### src/rtl/irpd_pkg.sv
// ============================================================================
// irpd_pkg
// Shared types, constants and symbol decode for the pulse-distance IR encoder.
// ============================================================================
package irpd_pkg;

   localparam int TICK_WIDTH_DEFAULT = 15;
   localparam int NUM_TIMING_REGS    = 6;
   localparam int CSR_ADDR_W         = 5;
   localparam int CSR_DATA_W         = 32;
   localparam int CSR_INDEX_W        = 3;
   localparam int PAYLOAD_BITS       = 48;
   localparam int PAYLOAD_IDX_W      = 6;
   localparam int SYM_IDX_W          = 7;

   // register indexes
   localparam logic [CSR_INDEX_W-1:0] REG_LEADER  = 3'd0;
   localparam logic [CSR_INDEX_W-1:0] REG_REPEAT  = 3'd1;
   localparam logic [CSR_INDEX_W-1:0] REG_ZERO    = 3'd2;
   localparam logic [CSR_INDEX_W-1:0] REG_ONE     = 3'd3;
   localparam logic [CSR_INDEX_W-1:0] REG_ENDING  = 3'd4;
   localparam logic [CSR_INDEX_W-1:0] REG_DIVIDER = 3'd5;
   localparam logic [CSR_INDEX_W-1:0] REG_INVERT  = 3'd6;

   // request codes
   localparam logic CMD_DATA   = 1'b0;
   localparam logic CMD_REPEAT = 1'b1;

   // symbol positions within a frame
   localparam logic [SYM_IDX_W-1:0] SYM_FIRST_BIT_A = 7'd1;
   localparam logic [SYM_IDX_W-1:0] SYM_LAST_BIT_A  = 7'd48;
   localparam logic [SYM_IDX_W-1:0] SYM_DIVIDER     = 7'd49;
   localparam logic [SYM_IDX_W-1:0] SYM_LEADER_B    = 7'd50;
   localparam logic [SYM_IDX_W-1:0] SYM_FIRST_BIT_B = 7'd51;
   localparam logic [SYM_IDX_W-1:0] SYM_LAST_BIT_B  = 7'd98;
   localparam logic [SYM_IDX_W-1:0] SYM_ENDING_DATA = 7'd99;
   localparam logic [SYM_IDX_W-1:0] SYM_TERM_DATA   = 7'd100;
   localparam logic [SYM_IDX_W-1:0] SYM_ENDING_REP  = 7'd1;
   localparam logic [SYM_IDX_W-1:0] SYM_TERM_REP    = 7'd2;

   typedef enum logic [2:0] {
      SYM_NONE,
      SYM_LEADER,
      SYM_REPEAT,
      SYM_ZERO,
      SYM_ONE,
      SYM_ENDING,
      SYM_DIV,
      SYM_TERM
   } sym_kind_type;

   typedef struct packed {
      logic                     cmd;
      logic [SYM_IDX_W-1:0]     last_sym;
      logic [PAYLOAD_BITS-1:0]  payload;
   } req_entry_type;

   typedef struct packed {
      logic          valid;
      req_entry_type entry;
   } queue_head_type;

   // Classify symbol s of a frame.
   function automatic sym_kind_type sym_pick(input logic cmd,
                                             input logic [SYM_IDX_W-1:0] s,
                                             input logic [PAYLOAD_BITS-1:0] payload);
      logic [SYM_IDX_W-1:0] pos;
      sym_kind_type         kind;
      pos  = '0;
      kind = SYM_NONE;
      if (cmd == CMD_REPEAT) begin
         if (s == '0) begin
            kind = SYM_REPEAT;
         end else if (s == SYM_ENDING_REP) begin
            kind = SYM_ENDING;
         end else if (s == SYM_TERM_REP) begin
            kind = SYM_TERM;
         end
      end else begin
         if (s == '0 || s == SYM_LEADER_B) begin
            kind = SYM_LEADER;
         end else if (s >= SYM_FIRST_BIT_A && s <= SYM_LAST_BIT_A) begin
            pos  = SYM_LAST_BIT_A - s;
            kind = payload[pos[PAYLOAD_IDX_W-1:0]] ? SYM_ONE : SYM_ZERO;
         end else if (s == SYM_DIVIDER) begin
            kind = SYM_DIV;
         end else if (s >= SYM_FIRST_BIT_B && s <= SYM_LAST_BIT_B) begin
            pos  = SYM_LAST_BIT_B - s;
            kind = payload[pos[PAYLOAD_IDX_W-1:0]] ? SYM_ONE : SYM_ZERO;
         end else if (s == SYM_ENDING_DATA) begin
            kind = SYM_ENDING;
         end else if (s == SYM_TERM_DATA) begin
            kind = SYM_TERM;
         end
      end
      return kind;
   endfunction

endpackage

### src/rtl/irpd_if.sv
// ============================================================================
// irpd_req_if / irpd_rsp_if
// Valid/ready channels for frame requests and symbol-pair results.
// ============================================================================
interface irpd_req_if;
   logic       valid;
   logic       ready;
   logic       cmd;
   logic [7:0] byte_a;
   logic [7:0] byte_a_inv;
   logic [7:0] byte_b;
   logic [7:0] byte_b_inv;
   logic [7:0] byte_c;
   logic [7:0] byte_c_inv;

   modport source (output valid, cmd, byte_a, byte_a_inv, byte_b, byte_b_inv,
                   byte_c, byte_c_inv, input ready);
   modport sink   (input valid, cmd, byte_a, byte_a_inv, byte_b, byte_b_inv,
                   byte_c, byte_c_inv, output ready);
endinterface

interface irpd_rsp_if #(
   parameter int TICK_WIDTH = 15
);
   logic                  valid;
   logic                  ready;
   logic                  s1_mark_level;
   logic [TICK_WIDTH-1:0] s1_mark_ticks;
   logic                  s1_space_level;
   logic [TICK_WIDTH-1:0] s1_space_ticks;
   logic                  s2_mark_level;
   logic [TICK_WIDTH-1:0] s2_mark_ticks;
   logic                  s2_space_level;
   logic [TICK_WIDTH-1:0] s2_space_ticks;
   logic                  s2_valid;
   logic                  last_result;

   modport source (output valid, s1_mark_level, s1_mark_ticks, s1_space_level,
                   s1_space_ticks, s2_mark_level, s2_mark_ticks, s2_space_level,
                   s2_space_ticks, s2_valid, last_result, input ready);
   modport sink   (input valid, s1_mark_level, s1_mark_ticks, s1_space_level,
                   s1_space_ticks, s2_mark_level, s2_mark_ticks, s2_space_level,
                   s2_space_ticks, s2_valid, last_result, output ready);
endinterface

### src/rtl/ir_pulse_distance_frame_encoder_core.sv
// ============================================================================
// ir_pulse_distance_frame_encoder_core
// Pulse-distance IR frame encoder: frame requests in, mark/space pairs out.
// ============================================================================
// A taken request is queued, then the head frame loads the result register.
// Throughput: one result per cycle while the sink is ready; a data frame gives
// 51 results, a repeat frame 2, as the sequencer steps two symbols per result.
// Frames run back to back; the two-entry request queue takes new items meanwhile.
// Reset: synchronous, active high; clears the queue pointers, the sequencer, the
// result valid and the configuration registers; result data holds until loaded.
module ir_pulse_distance_frame_encoder_core
   import irpd_pkg::*;
#(
   parameter int TICK_WIDTH = TICK_WIDTH_DEFAULT
) (
   input  logic                  clock,
   input  logic                  reset,
   irpd_req_if.sink              req_chan,
   irpd_rsp_if.source            rsp_chan,
   input  logic                  csr_psel,
   input  logic                  csr_penable,
   input  logic                  csr_pwrite,
   input  logic [CSR_ADDR_W-1:0] csr_paddr,
   input  logic [CSR_DATA_W-1:0] csr_pwdata,
   output logic [CSR_DATA_W-1:0] csr_prdata,
   output logic                  csr_pready
);

   // timing registers as seen by the sequencer
   logic [NUM_TIMING_REGS-1:0][2*TICK_WIDTH-1:0] timing;
   logic                                         invert;

   // queue head and pop between front and back
   queue_head_type head;
   logic           pop;

   irpd_csr #(
      .TICK_WIDTH(TICK_WIDTH)
   ) u_csr (
      .clock       (clock),
      .reset       (reset),
      .csr_psel    (csr_psel),
      .csr_penable (csr_penable),
      .csr_pwrite  (csr_pwrite),
      .csr_paddr   (csr_paddr),
      .csr_pwdata  (csr_pwdata),
      .csr_prdata  (csr_prdata),
      .csr_pready  (csr_pready),
      .timing      (timing),
      .invert      (invert)
   );

   // Front: take the item, tag its frame length, queue it.
   irpd_front u_front (
      .clock    (clock),
      .reset    (reset),
      .req_chan (req_chan),
      .pop      (pop),
      .head     (head)
   );

   // Back: walk the head frame two symbols per result into the output register;
   // pop the queue on the final result so the next frame follows directly.
   irpd_back #(
      .TICK_WIDTH(TICK_WIDTH)
   ) u_back (
      .clock    (clock),
      .reset    (reset),
      .head     (head),
      .pop      (pop),
      .timing   (timing),
      .invert   (invert),
      .rsp_chan (rsp_chan)
   );

`ifndef SYNTHESIS
   // The final result of a frame always has an empty second slot.
   a_last_empty: assert property (@(posedge clock) disable iff (reset)
      rsp_chan.valid && rsp_chan.last_result |-> !rsp_chan.s2_valid)
      else $error("last result carries a second symbol");

   // Only the final result has an empty second slot.
   a_empty_is_last: assert property (@(posedge clock) disable iff (reset)
      rsp_chan.valid && !rsp_chan.s2_valid |-> rsp_chan.last_result)
      else $error("empty second slot before end of frame");

   // An empty second slot carries all-zero fields.
   a_empty_zero: assert property (@(posedge clock) disable iff (reset)
      rsp_chan.valid && !rsp_chan.s2_valid |->
      (rsp_chan.s2_mark_ticks == '0) && (rsp_chan.s2_space_ticks == '0) &&
      !rsp_chan.s2_mark_level && !rsp_chan.s2_space_level)
      else $error("empty second slot not cleared");

   // Nothing is offered in the cycle after reset.
   a_reset_idle: assert property (@(posedge clock)
      reset |=> !rsp_chan.valid)
      else $error("result valid right after reset");
`endif

endmodule

### src/rtl/irpd_csr.sv
// ============================================================================
// irpd_csr
// APB-style register file: six timing registers and the level invert bit.
// ============================================================================
module irpd_csr
   import irpd_pkg::*;
#(
   parameter int TICK_WIDTH = TICK_WIDTH_DEFAULT
) (
   input  logic                  clock,
   input  logic                  reset,
   input  logic                  csr_psel,
   input  logic                  csr_penable,
   input  logic                  csr_pwrite,
   input  logic [CSR_ADDR_W-1:0] csr_paddr,
   input  logic [CSR_DATA_W-1:0] csr_pwdata,
   output logic [CSR_DATA_W-1:0] csr_prdata,
   output logic                  csr_pready,
   output logic [NUM_TIMING_REGS-1:0][2*TICK_WIDTH-1:0] timing,
   output logic                  invert
);

   localparam int REG_W = 2 * TICK_WIDTH;

   logic [NUM_TIMING_REGS-1:0][REG_W-1:0] timing_ff;
   logic                                  invert_ff;
   logic [CSR_INDEX_W-1:0]                index;
   logic                                  wr_en;

   assign index      = csr_paddr[CSR_ADDR_W-1:2];
   assign wr_en      = csr_psel && csr_penable && csr_pwrite;
   assign csr_pready = 1'b1;

   always_ff @(posedge clock) begin
      if (reset) begin
         timing_ff <= '0;
         invert_ff <= 1'b0;
      end else if (wr_en) begin
         if (index == REG_INVERT) begin
            invert_ff <= csr_pwdata[0];
         end else if (index < REG_INVERT) begin
            timing_ff[index] <= csr_pwdata[REG_W-1:0];
         end
      end
   end

   always_comb begin
      case (index)
         REG_LEADER:  csr_prdata = CSR_DATA_W'(timing_ff[REG_LEADER]);
         REG_REPEAT:  csr_prdata = CSR_DATA_W'(timing_ff[REG_REPEAT]);
         REG_ZERO:    csr_prdata = CSR_DATA_W'(timing_ff[REG_ZERO]);
         REG_ONE:     csr_prdata = CSR_DATA_W'(timing_ff[REG_ONE]);
         REG_ENDING:  csr_prdata = CSR_DATA_W'(timing_ff[REG_ENDING]);
         REG_DIVIDER: csr_prdata = CSR_DATA_W'(timing_ff[REG_DIVIDER]);
         REG_INVERT:  csr_prdata = CSR_DATA_W'(invert_ff);
         default:     csr_prdata = '0;
      endcase
   end

   assign timing = timing_ff;
   assign invert = invert_ff;

endmodule

### src/rtl/irpd_front.sv
// ============================================================================
// irpd_front
// Request intake: classify the frame and hold it in a two-entry queue.
// ============================================================================
module irpd_front
   import irpd_pkg::*;
(
   input  logic           clock,
   input  logic           reset,
   irpd_req_if.sink       req_chan,
   input  logic           pop,
   output queue_head_type head
);

   localparam int DEPTH = 2;

   req_entry_type        entry_ff [DEPTH];
   logic                 wr_ptr_ff, wr_ptr_in;
   logic                 rd_ptr_ff, rd_ptr_in;
   logic [1:0]           count_ff, count_in;
   logic                 push;
   logic                 do_pop;
   req_entry_type        new_entry;

   assign req_chan.ready = (count_ff != 2'(DEPTH));
   assign push           = req_chan.valid && req_chan.ready;
   assign do_pop         = pop && (count_ff != '0);

   // classify: repeat frames end at the third symbol, data frames at the 101st
   always_comb begin
      new_entry.cmd      = req_chan.cmd;
      new_entry.last_sym = (req_chan.cmd == CMD_REPEAT) ? SYM_TERM_REP : SYM_TERM_DATA;
      new_entry.payload  = {req_chan.byte_a, req_chan.byte_a_inv, req_chan.byte_b,
                            req_chan.byte_b_inv, req_chan.byte_c, req_chan.byte_c_inv};
   end

   always_comb begin
      wr_ptr_in = push ? ~wr_ptr_ff : wr_ptr_ff;
      rd_ptr_in = do_pop ? ~rd_ptr_ff : rd_ptr_ff;
      count_in  = count_ff + 2'(push) - 2'(do_pop);
   end

   always_ff @(posedge clock) begin
      if (reset) begin
         wr_ptr_ff <= 1'b0;
         rd_ptr_ff <= 1'b0;
         count_ff  <= '0;
      end else begin
         wr_ptr_ff <= wr_ptr_in;
         rd_ptr_ff <= rd_ptr_in;
         count_ff  <= count_in;
      end
   end

   always_ff @(posedge clock) begin
      if (push) begin
         entry_ff[wr_ptr_ff] <= new_entry;
      end
   end

   assign head.valid = (count_ff != '0);
   assign head.entry = entry_ff[rd_ptr_ff];

endmodule

### src/rtl/irpd_back.sv
// ============================================================================
// irpd_back
// Symbol sequencer: walk the queued frame two symbols per result.
// ============================================================================
module irpd_back
   import irpd_pkg::*;
#(
   parameter int TICK_WIDTH = TICK_WIDTH_DEFAULT
) (
   input  logic           clock,
   input  logic           reset,
   input  queue_head_type head,
   output logic           pop,
   input  logic [NUM_TIMING_REGS-1:0][2*TICK_WIDTH-1:0] timing,
   input  logic           invert,
   irpd_rsp_if.source     rsp_chan
);

   localparam int REG_W = 2 * TICK_WIDTH;

   logic [SYM_IDX_W-1:0]  sym_ff, sym_in;
   logic                  valid_ff, valid_in;
   logic                  advance;
   logic                  last;
   sym_kind_type          kind1, kind2;
   logic [REG_W-1:0]      reg1, reg2;
   logic                  live1, live2;

   logic                  s1_mark_level_ff, s1_space_level_ff;
   logic [TICK_WIDTH-1:0] s1_mark_ticks_ff, s1_space_ticks_ff;
   logic                  s2_mark_level_ff, s2_space_level_ff;
   logic [TICK_WIDTH-1:0] s2_mark_ticks_ff, s2_space_ticks_ff;
   logic                  s2_valid_ff, last_ff;

   function automatic logic [REG_W-1:0] pick_reg(input sym_kind_type kind);
      logic [REG_W-1:0] r;
      case (kind)
         SYM_LEADER: r = timing[REG_LEADER];
         SYM_REPEAT: r = timing[REG_REPEAT];
         SYM_ZERO:   r = timing[REG_ZERO];
         SYM_ONE:    r = timing[REG_ONE];
         SYM_ENDING: r = timing[REG_ENDING];
         SYM_DIV:    r = timing[REG_DIVIDER];
         default:    r = '0;
      endcase
      return r;
   endfunction

   assign advance = head.valid && (!valid_ff || rsp_chan.ready);
   assign last    = (sym_ff == head.entry.last_sym);
   assign pop     = advance && last;

   always_comb begin
      kind1 = sym_pick(head.entry.cmd, sym_ff, head.entry.payload);
      kind2 = sym_pick(head.entry.cmd, sym_ff + 7'd1, head.entry.payload);
      reg1  = pick_reg(kind1);
      reg2  = pick_reg(kind2);
      live1 = (kind1 != SYM_NONE) && (kind1 != SYM_TERM);
      live2 = (kind2 != SYM_NONE) && (kind2 != SYM_TERM);
   end

   always_comb begin
      sym_in   = sym_ff;
      valid_in = valid_ff;
      if (advance) begin
         sym_in   = last ? '0 : sym_ff + 7'd2;
         valid_in = 1'b1;
      end else if (rsp_chan.ready) begin
         valid_in = 1'b0;
      end
   end

   always_ff @(posedge clock) begin
      if (reset) begin
         sym_ff   <= '0;
         valid_ff <= 1'b0;
      end else begin
         sym_ff   <= sym_in;
         valid_ff <= valid_in;
      end
   end

   // result register: load on advance, hold otherwise
   always_ff @(posedge clock) begin
      if (advance) begin
         s1_mark_level_ff  <= live1 && !invert;
         s1_space_level_ff <= live1 && invert;
         s1_mark_ticks_ff  <= reg1[REG_W-1:TICK_WIDTH];
         s1_space_ticks_ff <= reg1[TICK_WIDTH-1:0];
         s2_mark_level_ff  <= live2 && !invert;
         s2_space_level_ff <= live2 && invert;
         s2_mark_ticks_ff  <= reg2[REG_W-1:TICK_WIDTH];
         s2_space_ticks_ff <= reg2[TICK_WIDTH-1:0];
         s2_valid_ff       <= (kind2 != SYM_NONE);
         last_ff           <= last;
      end
   end

   assign rsp_chan.valid          = valid_ff;
   assign rsp_chan.s1_mark_level  = s1_mark_level_ff;
   assign rsp_chan.s1_mark_ticks  = s1_mark_ticks_ff;
   assign rsp_chan.s1_space_level = s1_space_level_ff;
   assign rsp_chan.s1_space_ticks = s1_space_ticks_ff;
   assign rsp_chan.s2_mark_level  = s2_mark_level_ff;
   assign rsp_chan.s2_mark_ticks  = s2_mark_ticks_ff;
   assign rsp_chan.s2_space_level = s2_space_level_ff;
   assign rsp_chan.s2_space_ticks = s2_space_ticks_ff;
   assign rsp_chan.s2_valid       = s2_valid_ff;
   assign rsp_chan.last_result    = last_ff;

endmodule
### src/flat_wrapper.sv
// flat-port wrapper written by rule: the top's interface ports become plain ports
module ir_pulse_distance_frame_encoder_core_flat import irpd_pkg::*;
#(
   parameter int TICK_WIDTH = TICK_WIDTH_DEFAULT
)
  (clock, reset, csr_psel, csr_penable, csr_pwrite, csr_paddr, csr_pwdata, csr_prdata, csr_pready, req_chan_valid, req_chan_cmd, req_chan_byte_a, req_chan_byte_a_inv, req_chan_byte_b, req_chan_byte_b_inv, req_chan_byte_c, req_chan_byte_c_inv, req_chan_ready, rsp_chan_valid, rsp_chan_s1_mark_level, rsp_chan_s1_mark_ticks, rsp_chan_s1_space_level, rsp_chan_s1_space_ticks, rsp_chan_s2_mark_level, rsp_chan_s2_mark_ticks, rsp_chan_s2_space_level, rsp_chan_s2_space_ticks, rsp_chan_s2_valid, rsp_chan_last_result, rsp_chan_ready);
  irpd_req_if req_chan_i ();
  irpd_rsp_if #(.TICK_WIDTH(TICK_WIDTH)) rsp_chan_i ();
  input  logic clock;
  input  logic reset;
  input  logic csr_psel;
  input  logic csr_penable;
  input  logic csr_pwrite;
  input  logic [CSR_ADDR_W-1:0] csr_paddr;
  input  logic [CSR_DATA_W-1:0] csr_pwdata;
  output logic [CSR_DATA_W-1:0] csr_prdata;
  output logic csr_pready;
  input wire logic [$bits(req_chan_i.valid)-1:0] req_chan_valid;
  input wire logic [$bits(req_chan_i.cmd)-1:0] req_chan_cmd;
  input wire logic [$bits(req_chan_i.byte_a)-1:0] req_chan_byte_a;
  input wire logic [$bits(req_chan_i.byte_a_inv)-1:0] req_chan_byte_a_inv;
  input wire logic [$bits(req_chan_i.byte_b)-1:0] req_chan_byte_b;
  input wire logic [$bits(req_chan_i.byte_b_inv)-1:0] req_chan_byte_b_inv;
  input wire logic [$bits(req_chan_i.byte_c)-1:0] req_chan_byte_c;
  input wire logic [$bits(req_chan_i.byte_c_inv)-1:0] req_chan_byte_c_inv;
  output wire logic [$bits(req_chan_i.ready)-1:0] req_chan_ready;
  output wire logic [$bits(rsp_chan_i.valid)-1:0] rsp_chan_valid;
  output wire logic [$bits(rsp_chan_i.s1_mark_level)-1:0] rsp_chan_s1_mark_level;
  output wire logic [$bits(rsp_chan_i.s1_mark_ticks)-1:0] rsp_chan_s1_mark_ticks;
  output wire logic [$bits(rsp_chan_i.s1_space_level)-1:0] rsp_chan_s1_space_level;
  output wire logic [$bits(rsp_chan_i.s1_space_ticks)-1:0] rsp_chan_s1_space_ticks;
  output wire logic [$bits(rsp_chan_i.s2_mark_level)-1:0] rsp_chan_s2_mark_level;
  output wire logic [$bits(rsp_chan_i.s2_mark_ticks)-1:0] rsp_chan_s2_mark_ticks;
  output wire logic [$bits(rsp_chan_i.s2_space_level)-1:0] rsp_chan_s2_space_level;
  output wire logic [$bits(rsp_chan_i.s2_space_ticks)-1:0] rsp_chan_s2_space_ticks;
  output wire logic [$bits(rsp_chan_i.s2_valid)-1:0] rsp_chan_s2_valid;
  output wire logic [$bits(rsp_chan_i.last_result)-1:0] rsp_chan_last_result;
  input wire logic [$bits(rsp_chan_i.ready)-1:0] rsp_chan_ready;
  assign req_chan_i.valid = req_chan_valid;
  assign req_chan_i.cmd = req_chan_cmd;
  assign req_chan_i.byte_a = req_chan_byte_a;
  assign req_chan_i.byte_a_inv = req_chan_byte_a_inv;
  assign req_chan_i.byte_b = req_chan_byte_b;
  assign req_chan_i.byte_b_inv = req_chan_byte_b_inv;
  assign req_chan_i.byte_c = req_chan_byte_c;
  assign req_chan_i.byte_c_inv = req_chan_byte_c_inv;
  assign req_chan_ready = req_chan_i.ready;
  assign rsp_chan_valid = rsp_chan_i.valid;
  assign rsp_chan_s1_mark_level = rsp_chan_i.s1_mark_level;
  assign rsp_chan_s1_mark_ticks = rsp_chan_i.s1_mark_ticks;
  assign rsp_chan_s1_space_level = rsp_chan_i.s1_space_level;
  assign rsp_chan_s1_space_ticks = rsp_chan_i.s1_space_ticks;
  assign rsp_chan_s2_mark_level = rsp_chan_i.s2_mark_level;
  assign rsp_chan_s2_mark_ticks = rsp_chan_i.s2_mark_ticks;
  assign rsp_chan_s2_space_level = rsp_chan_i.s2_space_level;
  assign rsp_chan_s2_space_ticks = rsp_chan_i.s2_space_ticks;
  assign rsp_chan_s2_valid = rsp_chan_i.s2_valid;
  assign rsp_chan_last_result = rsp_chan_i.last_result;
  assign rsp_chan_i.ready = rsp_chan_ready;
  ir_pulse_distance_frame_encoder_core #(.TICK_WIDTH(TICK_WIDTH)) u_core (.clock(clock), .reset(reset), .req_chan(req_chan_i), .rsp_chan(rsp_chan_i), .csr_psel(csr_psel), .csr_penable(csr_penable), .csr_pwrite(csr_pwrite), .csr_paddr(csr_paddr), .csr_pwdata(csr_pwdata), .csr_prdata(csr_prdata), .csr_pready(csr_pready));
endmodule
### config.mk
export PLATFORM = sky130hd
export DESIGN_NAME = ir_pulse_distance_frame_encoder_core_flat
export DESIGN_NICKNAME = d
export VERILOG_FILES = /design/src/rtl/irpd_pkg.sv /design/src/rtl/irpd_if.sv /design/src/rtl/ir_pulse_distance_frame_encoder_core.sv /design/src/rtl/irpd_csr.sv /design/src/rtl/irpd_front.sv /design/src/rtl/irpd_back.sv /design/src/flat_wrapper.sv
export SDC_FILE = /design/constraint.sdc
export NUM_CORES = 1
export LEC_CHECK = 0
export BUFFER_PORTS_ARGS = -buffer_cell sky130_fd_sc_hd__clkbuf_2
export CAP_MARGIN = 20
export CORE_AREA = 2 2 238 240
export DETAILED_ROUTE_END_ITERATION = 10
export DIE_AREA = 0 0 240 242
export REMOVE_ABC_BUFFERS = 1
export SETUP_SLACK_MARGIN = 0.1
export SLEW_MARGIN = 20
export SYNTH_ARGS = -nofsm -noshare
export SYNTH_HDL_FRONTEND = slang
export SYNTH_SLANG_ARGS = --single-unit
### constraint.sdc
create_clock -name clock -period 4.45 [get_ports clock]
set_clock_uncertainty 0.1 [all_clocks]
set_input_delay 0.6675 -clock clock [delete_from_list [all_inputs] [get_ports clock]]
set_output_delay 0.6675 -clock clock [all_outputs]
set_load 0.01 [all_outputs]
==> results_tabular.tex <==
\begin{tabular}{lr}
\hline
Metric & Value \\
\hline
\multicolumn{2}{l}{\textbf{Critical path}} \\
Startpoint class of the critical path & flip-flop \\
Cells on worst reg2reg path & 11 \\
Critical path class & reg -> reg \\
Maximum fanout along the worst path & 30 \\
Kind of capture point of the worst setup path & flip-flop \\
WP data arrival & about 4000 ps \\
Register-to-register setup slack & 630 ps \\
CP required & 4590 ps \\
\multicolumn{2}{l}{\textbf{CTS}} \\
Worst-skew pair later-pin latency & 540 ps \\
Hold buffer count at CTS & 0 \\
Sink count of the clock tree & 359 \\
Buffers inserted during post-CTS setup optimization & 0 \\
TritonCTS clock tree & built \\
Cell at the root of the clock tree & clkbuf\_16 \\
Number of buffers inserted during clock tree synthesis & 38 \\
Quantity of gates resized following cts & 0 \\
Depth of the CTS H-tree & 2 \\
CTS clk-pin slew, worst paths & around 60 ps \\
Buffer levels on the longest clock path & 3 \\
\multicolumn{2}{l}{\textbf{Drt}} \\
Number of nets with antenna violations after detailed routing & 0 \\
Routed vias/inst & 5.32 \\
DR pass1 iterations & 6 \\
Detailed Route WL & 54.9 mm \\
Average routed wire per standard cell & 21.7 µm \\
Via count & 13,400 \\
Post-route DRC & 0 \\
Number of DRC markers in iteration 0 & 1,356 \\
\multicolumn{2}{l}{\textbf{Synth}} \\
Predominant post-synthesis flop cell & dfxtp\_1 \\
Synth cell types & 61 \\
Top cell type's share of synthesized area & 0.302 \\
Mean Syn Cell Area & 10.3 µm² \\
Top cells by area in the synthesized netlist & edfxtp\_1 30\%, dfxtp\_1 23\%, nand2\_1 8.7\% \\
Yosys synthesis warning count & 0 \\
Count of state elements after synthesis & 359 \\
FFs w/ async S/R, synth & 0 \\
Sequential share of the synthesized area & 0.536 \\
Cells after Synth & approximately 1,600 \\
Largest area contributor in the netlist & edfxtp\_1 \\
Synthesized area & 16,500 µm² \\
Number of synthesized flops with an enable pin & 166 \\
\multicolumn{2}{l}{\textbf{Status}} \\
Run status & finished, final reports clean \\
\multicolumn{2}{l}{\textbf{STA}} \\
Final Worst Setup Slack & 629 ps \\
RSZ-0062 raised after global routing & no \\
Achievable Freq & 262 MHz \\
Final critical delay including setup and external delays & 3820 ps \\
Count of final hold-check violations & 0 \\
Worst-Margin Slew & 1200 ps \\
Period Utilization, post-route & 0.859 \\
Max-slew headroom at the worst pin & 0.196 \\
Total negative setup slack & 0 ps \\
Setup-violating endpoint count in the final report & 0 \\
Max-slew violation count & 0 \\
\multicolumn{2}{l}{\textbf{Cells and area}} \\
Area added between synthesis and finish & 18.2\% \\
Total Nets Final & 1,840 \\
Fraction of layout instances using a drive strength above 1 & 0.215 \\
\multicolumn{2}{l}{\textbf{Power}} \\
Reported leakage power & 0.00653 µW \\
Maximum resistive drop on vdd & 0.000407 V \\
PD cells & 530 nW/µm² \\
Total chip power & between 10,000 and 15,000 µW \\
\multicolumn{2}{l}{\textbf{Global route}} \\
Congestion Overflow GR & 0 \\
Global-route wire length before repair & 82.4 mm \\
Via count of the first global-routing pass & 13,300 \\
GRT Resource Usage Total & 0.186 \\
Pin count of the biggest net entering global routing & 123 \\
Antenna violations before repair & 8 \\
\multicolumn{2}{l}{\textbf{Placed design}} \\
Gp weighted congestion & slightly above 0.8 \\
Post-placement worst setup slack & 602 ps \\
Dpl hpwl & 32.7 mm \\
IO buf count & 186 \\
\multicolumn{2}{l}{\textbf{Hold path}} \\
Type of the most critical hold path & in -> reg \\
Hold depth & 1 \\
\multicolumn{2}{l}{\textbf{Floorplan}} \\
X dimension of the die & 240 µm \\
Initial core utilization & 0.296 \\
Area inside the core boundary & 55,700 µm² \\
Vert. Die Dim & 242 µm \\
Full die area & 58,100 µm² \\
Number of primary I/O pins & 194 \\
Row Count & 87 \\
\multicolumn{2}{l}{\textbf{Job}} \\
Max-capacitance violation count & 0 \\
\hline
\end{tabular}
path summary, 6_finish.rpt:
| kind | start | to |
|---|---|---|
| max | u_core.u_back.sym_ff[1] | u_core.u_back.rsp_chan.s2_space_ticks[7] |
| min | req_chan_byte_b_inv[5] | u_core.u_front.entry_ff[0][21] |
| max reg2reg | u_core.u_back.sym_ff[1] | u_core.u_back.rsp_chan.s2_space_ticks[7] |
| min reg2reg | u_core.u_csr.timing[8] | u_core.u_csr.timing[8] |
report_power, final:
group	internal (µW)	switching [µW]	total, µW
sequential	4000	213	4220
clock	1710	1310	3030
combinational	1100	2000	3110
sequential cells by signal, indices dropped and copies added, names as in the netlist, 2 cells and up, named ones only:
| name | cells |
|---|---|
| u_core.u_back.rsp_chan.s2_mark_ticks | 15 |
| u_core.u_front.count_ff | 2 |
| u_core.u_back.sym_ff | 6 |
| u_core.u_front.entry_ff | 100 |
| u_core.u_back.rsp_chan.s2_space_ticks | 15 |
| u_core.u_back.rsp_chan.s1_space_ticks | 15 |
| u_core.u_back.rsp_chan.s1_mark_ticks | 15 |
| u_core.u_csr.timing | 180 |
final cells by class:
type | instances | area, µm²
timing repair buffer | 228 | 1350
sequential | 359 | 8850
multi-input combinational | 1042 | 6940
clock buffer | 54 | 1050
inverter | 69 | 259
tap | 756 | 946
antenna | 2 | 5.00
clock inverter | 14 | 114
fill | 5668 | 36200
routing by layer:
metal / track usage / part of all wire
met1: 0.239 / 0.40
met2: 0.305 / 0.47
met3: 0.0461 / 0.092
met4: 0.0645 / 0.031
met5: 0 / 0.0013
cell usage in the layout, fill, tap and decap left out, types with 21 or more instances in the layout:
master,count
nand2_1,381
dfxtp_1,192
a21oi_1,187
clkbuf_2,185
edfxtp_1,166
a22oi_1,117
inv_1,67
mux4_2,47
clkbuf_16,38
buf_4,34
nand3_1,32
a22o_1,31
a221o_1,30
o221ai_2,30
nor2_1,27
mux2i_1,21
critical path: stages (launching register included):
cell and delay [ps]:
dfxtp_1 330, clkinv_1 70, buf_4 190, ha_1 670, mux4_2 400, mux4_2 470, and3_1 200, a211oi_2 370
o2bb2ai_1 150, nand3_2 110, buf_12 300, o221ai_2 140
cells in the mapped netlist (7+ instances only):
cell	n
o221ai_2	30
a221o_1	30
xnor2_1	9
nor2_1	29
nor2b_1	10
nor3_1	13
a21oi_1	187
mux4_2	47
a22o_1	31
and2_1	10
dfxtp_1	193
a22oi_1	117
edfxtp_1	166
buf_4	7
nand3_1	33
clkbuf_1	99
buf_2	12
nand2_1	381
mux2i_1	21
ha_1	9
inv_1	67
nand2b_1	8
per-stage QoR:
| stage | util | cells | hold WS [ps] | area, µm² |
|---|---|---|---|---|
| 2_1_floorplan | - | 1470 | 342 | 15900 |
| 3_3_place_gp | 0.329 | 2454 | 357 | 18300 |
| 3_5_place_dp | 0.329 | 2454 | 362 | 18300 |
| 4_1_cts | 0.350 | 2522 | 205 | 19500 |
| 5_1_grt | 0.350 | 2523 | 208 | 19500 |
| 6_report | 0.350 | 2524 | 231 | 19500 |
logic make-up (layout without fill, tap and decap cells):
| kind of cell | after synthesis | in the layout | share of synthesized area |
|---|---|---|---|
| muxes | 72 | 72 | 0.0796 |
| buffers and inverters | 197 | 365 | 0.0500 |
| AOI/OAI and AO/OA | 437 | 437 | 0.192 |
| adders and majority gates | 9 | 9 | 0.00682 |
| other | 2 | 5 | 0.000455 |
| and+or+nand+nor | 506 | 506 | 0.127 |
| DFF | 359 | 359 | 0.536 |
| xor gates and xnor gates | 15 | 15 | 0.00796 |
No activity file was read; power rests on OpenSTA's default activity.
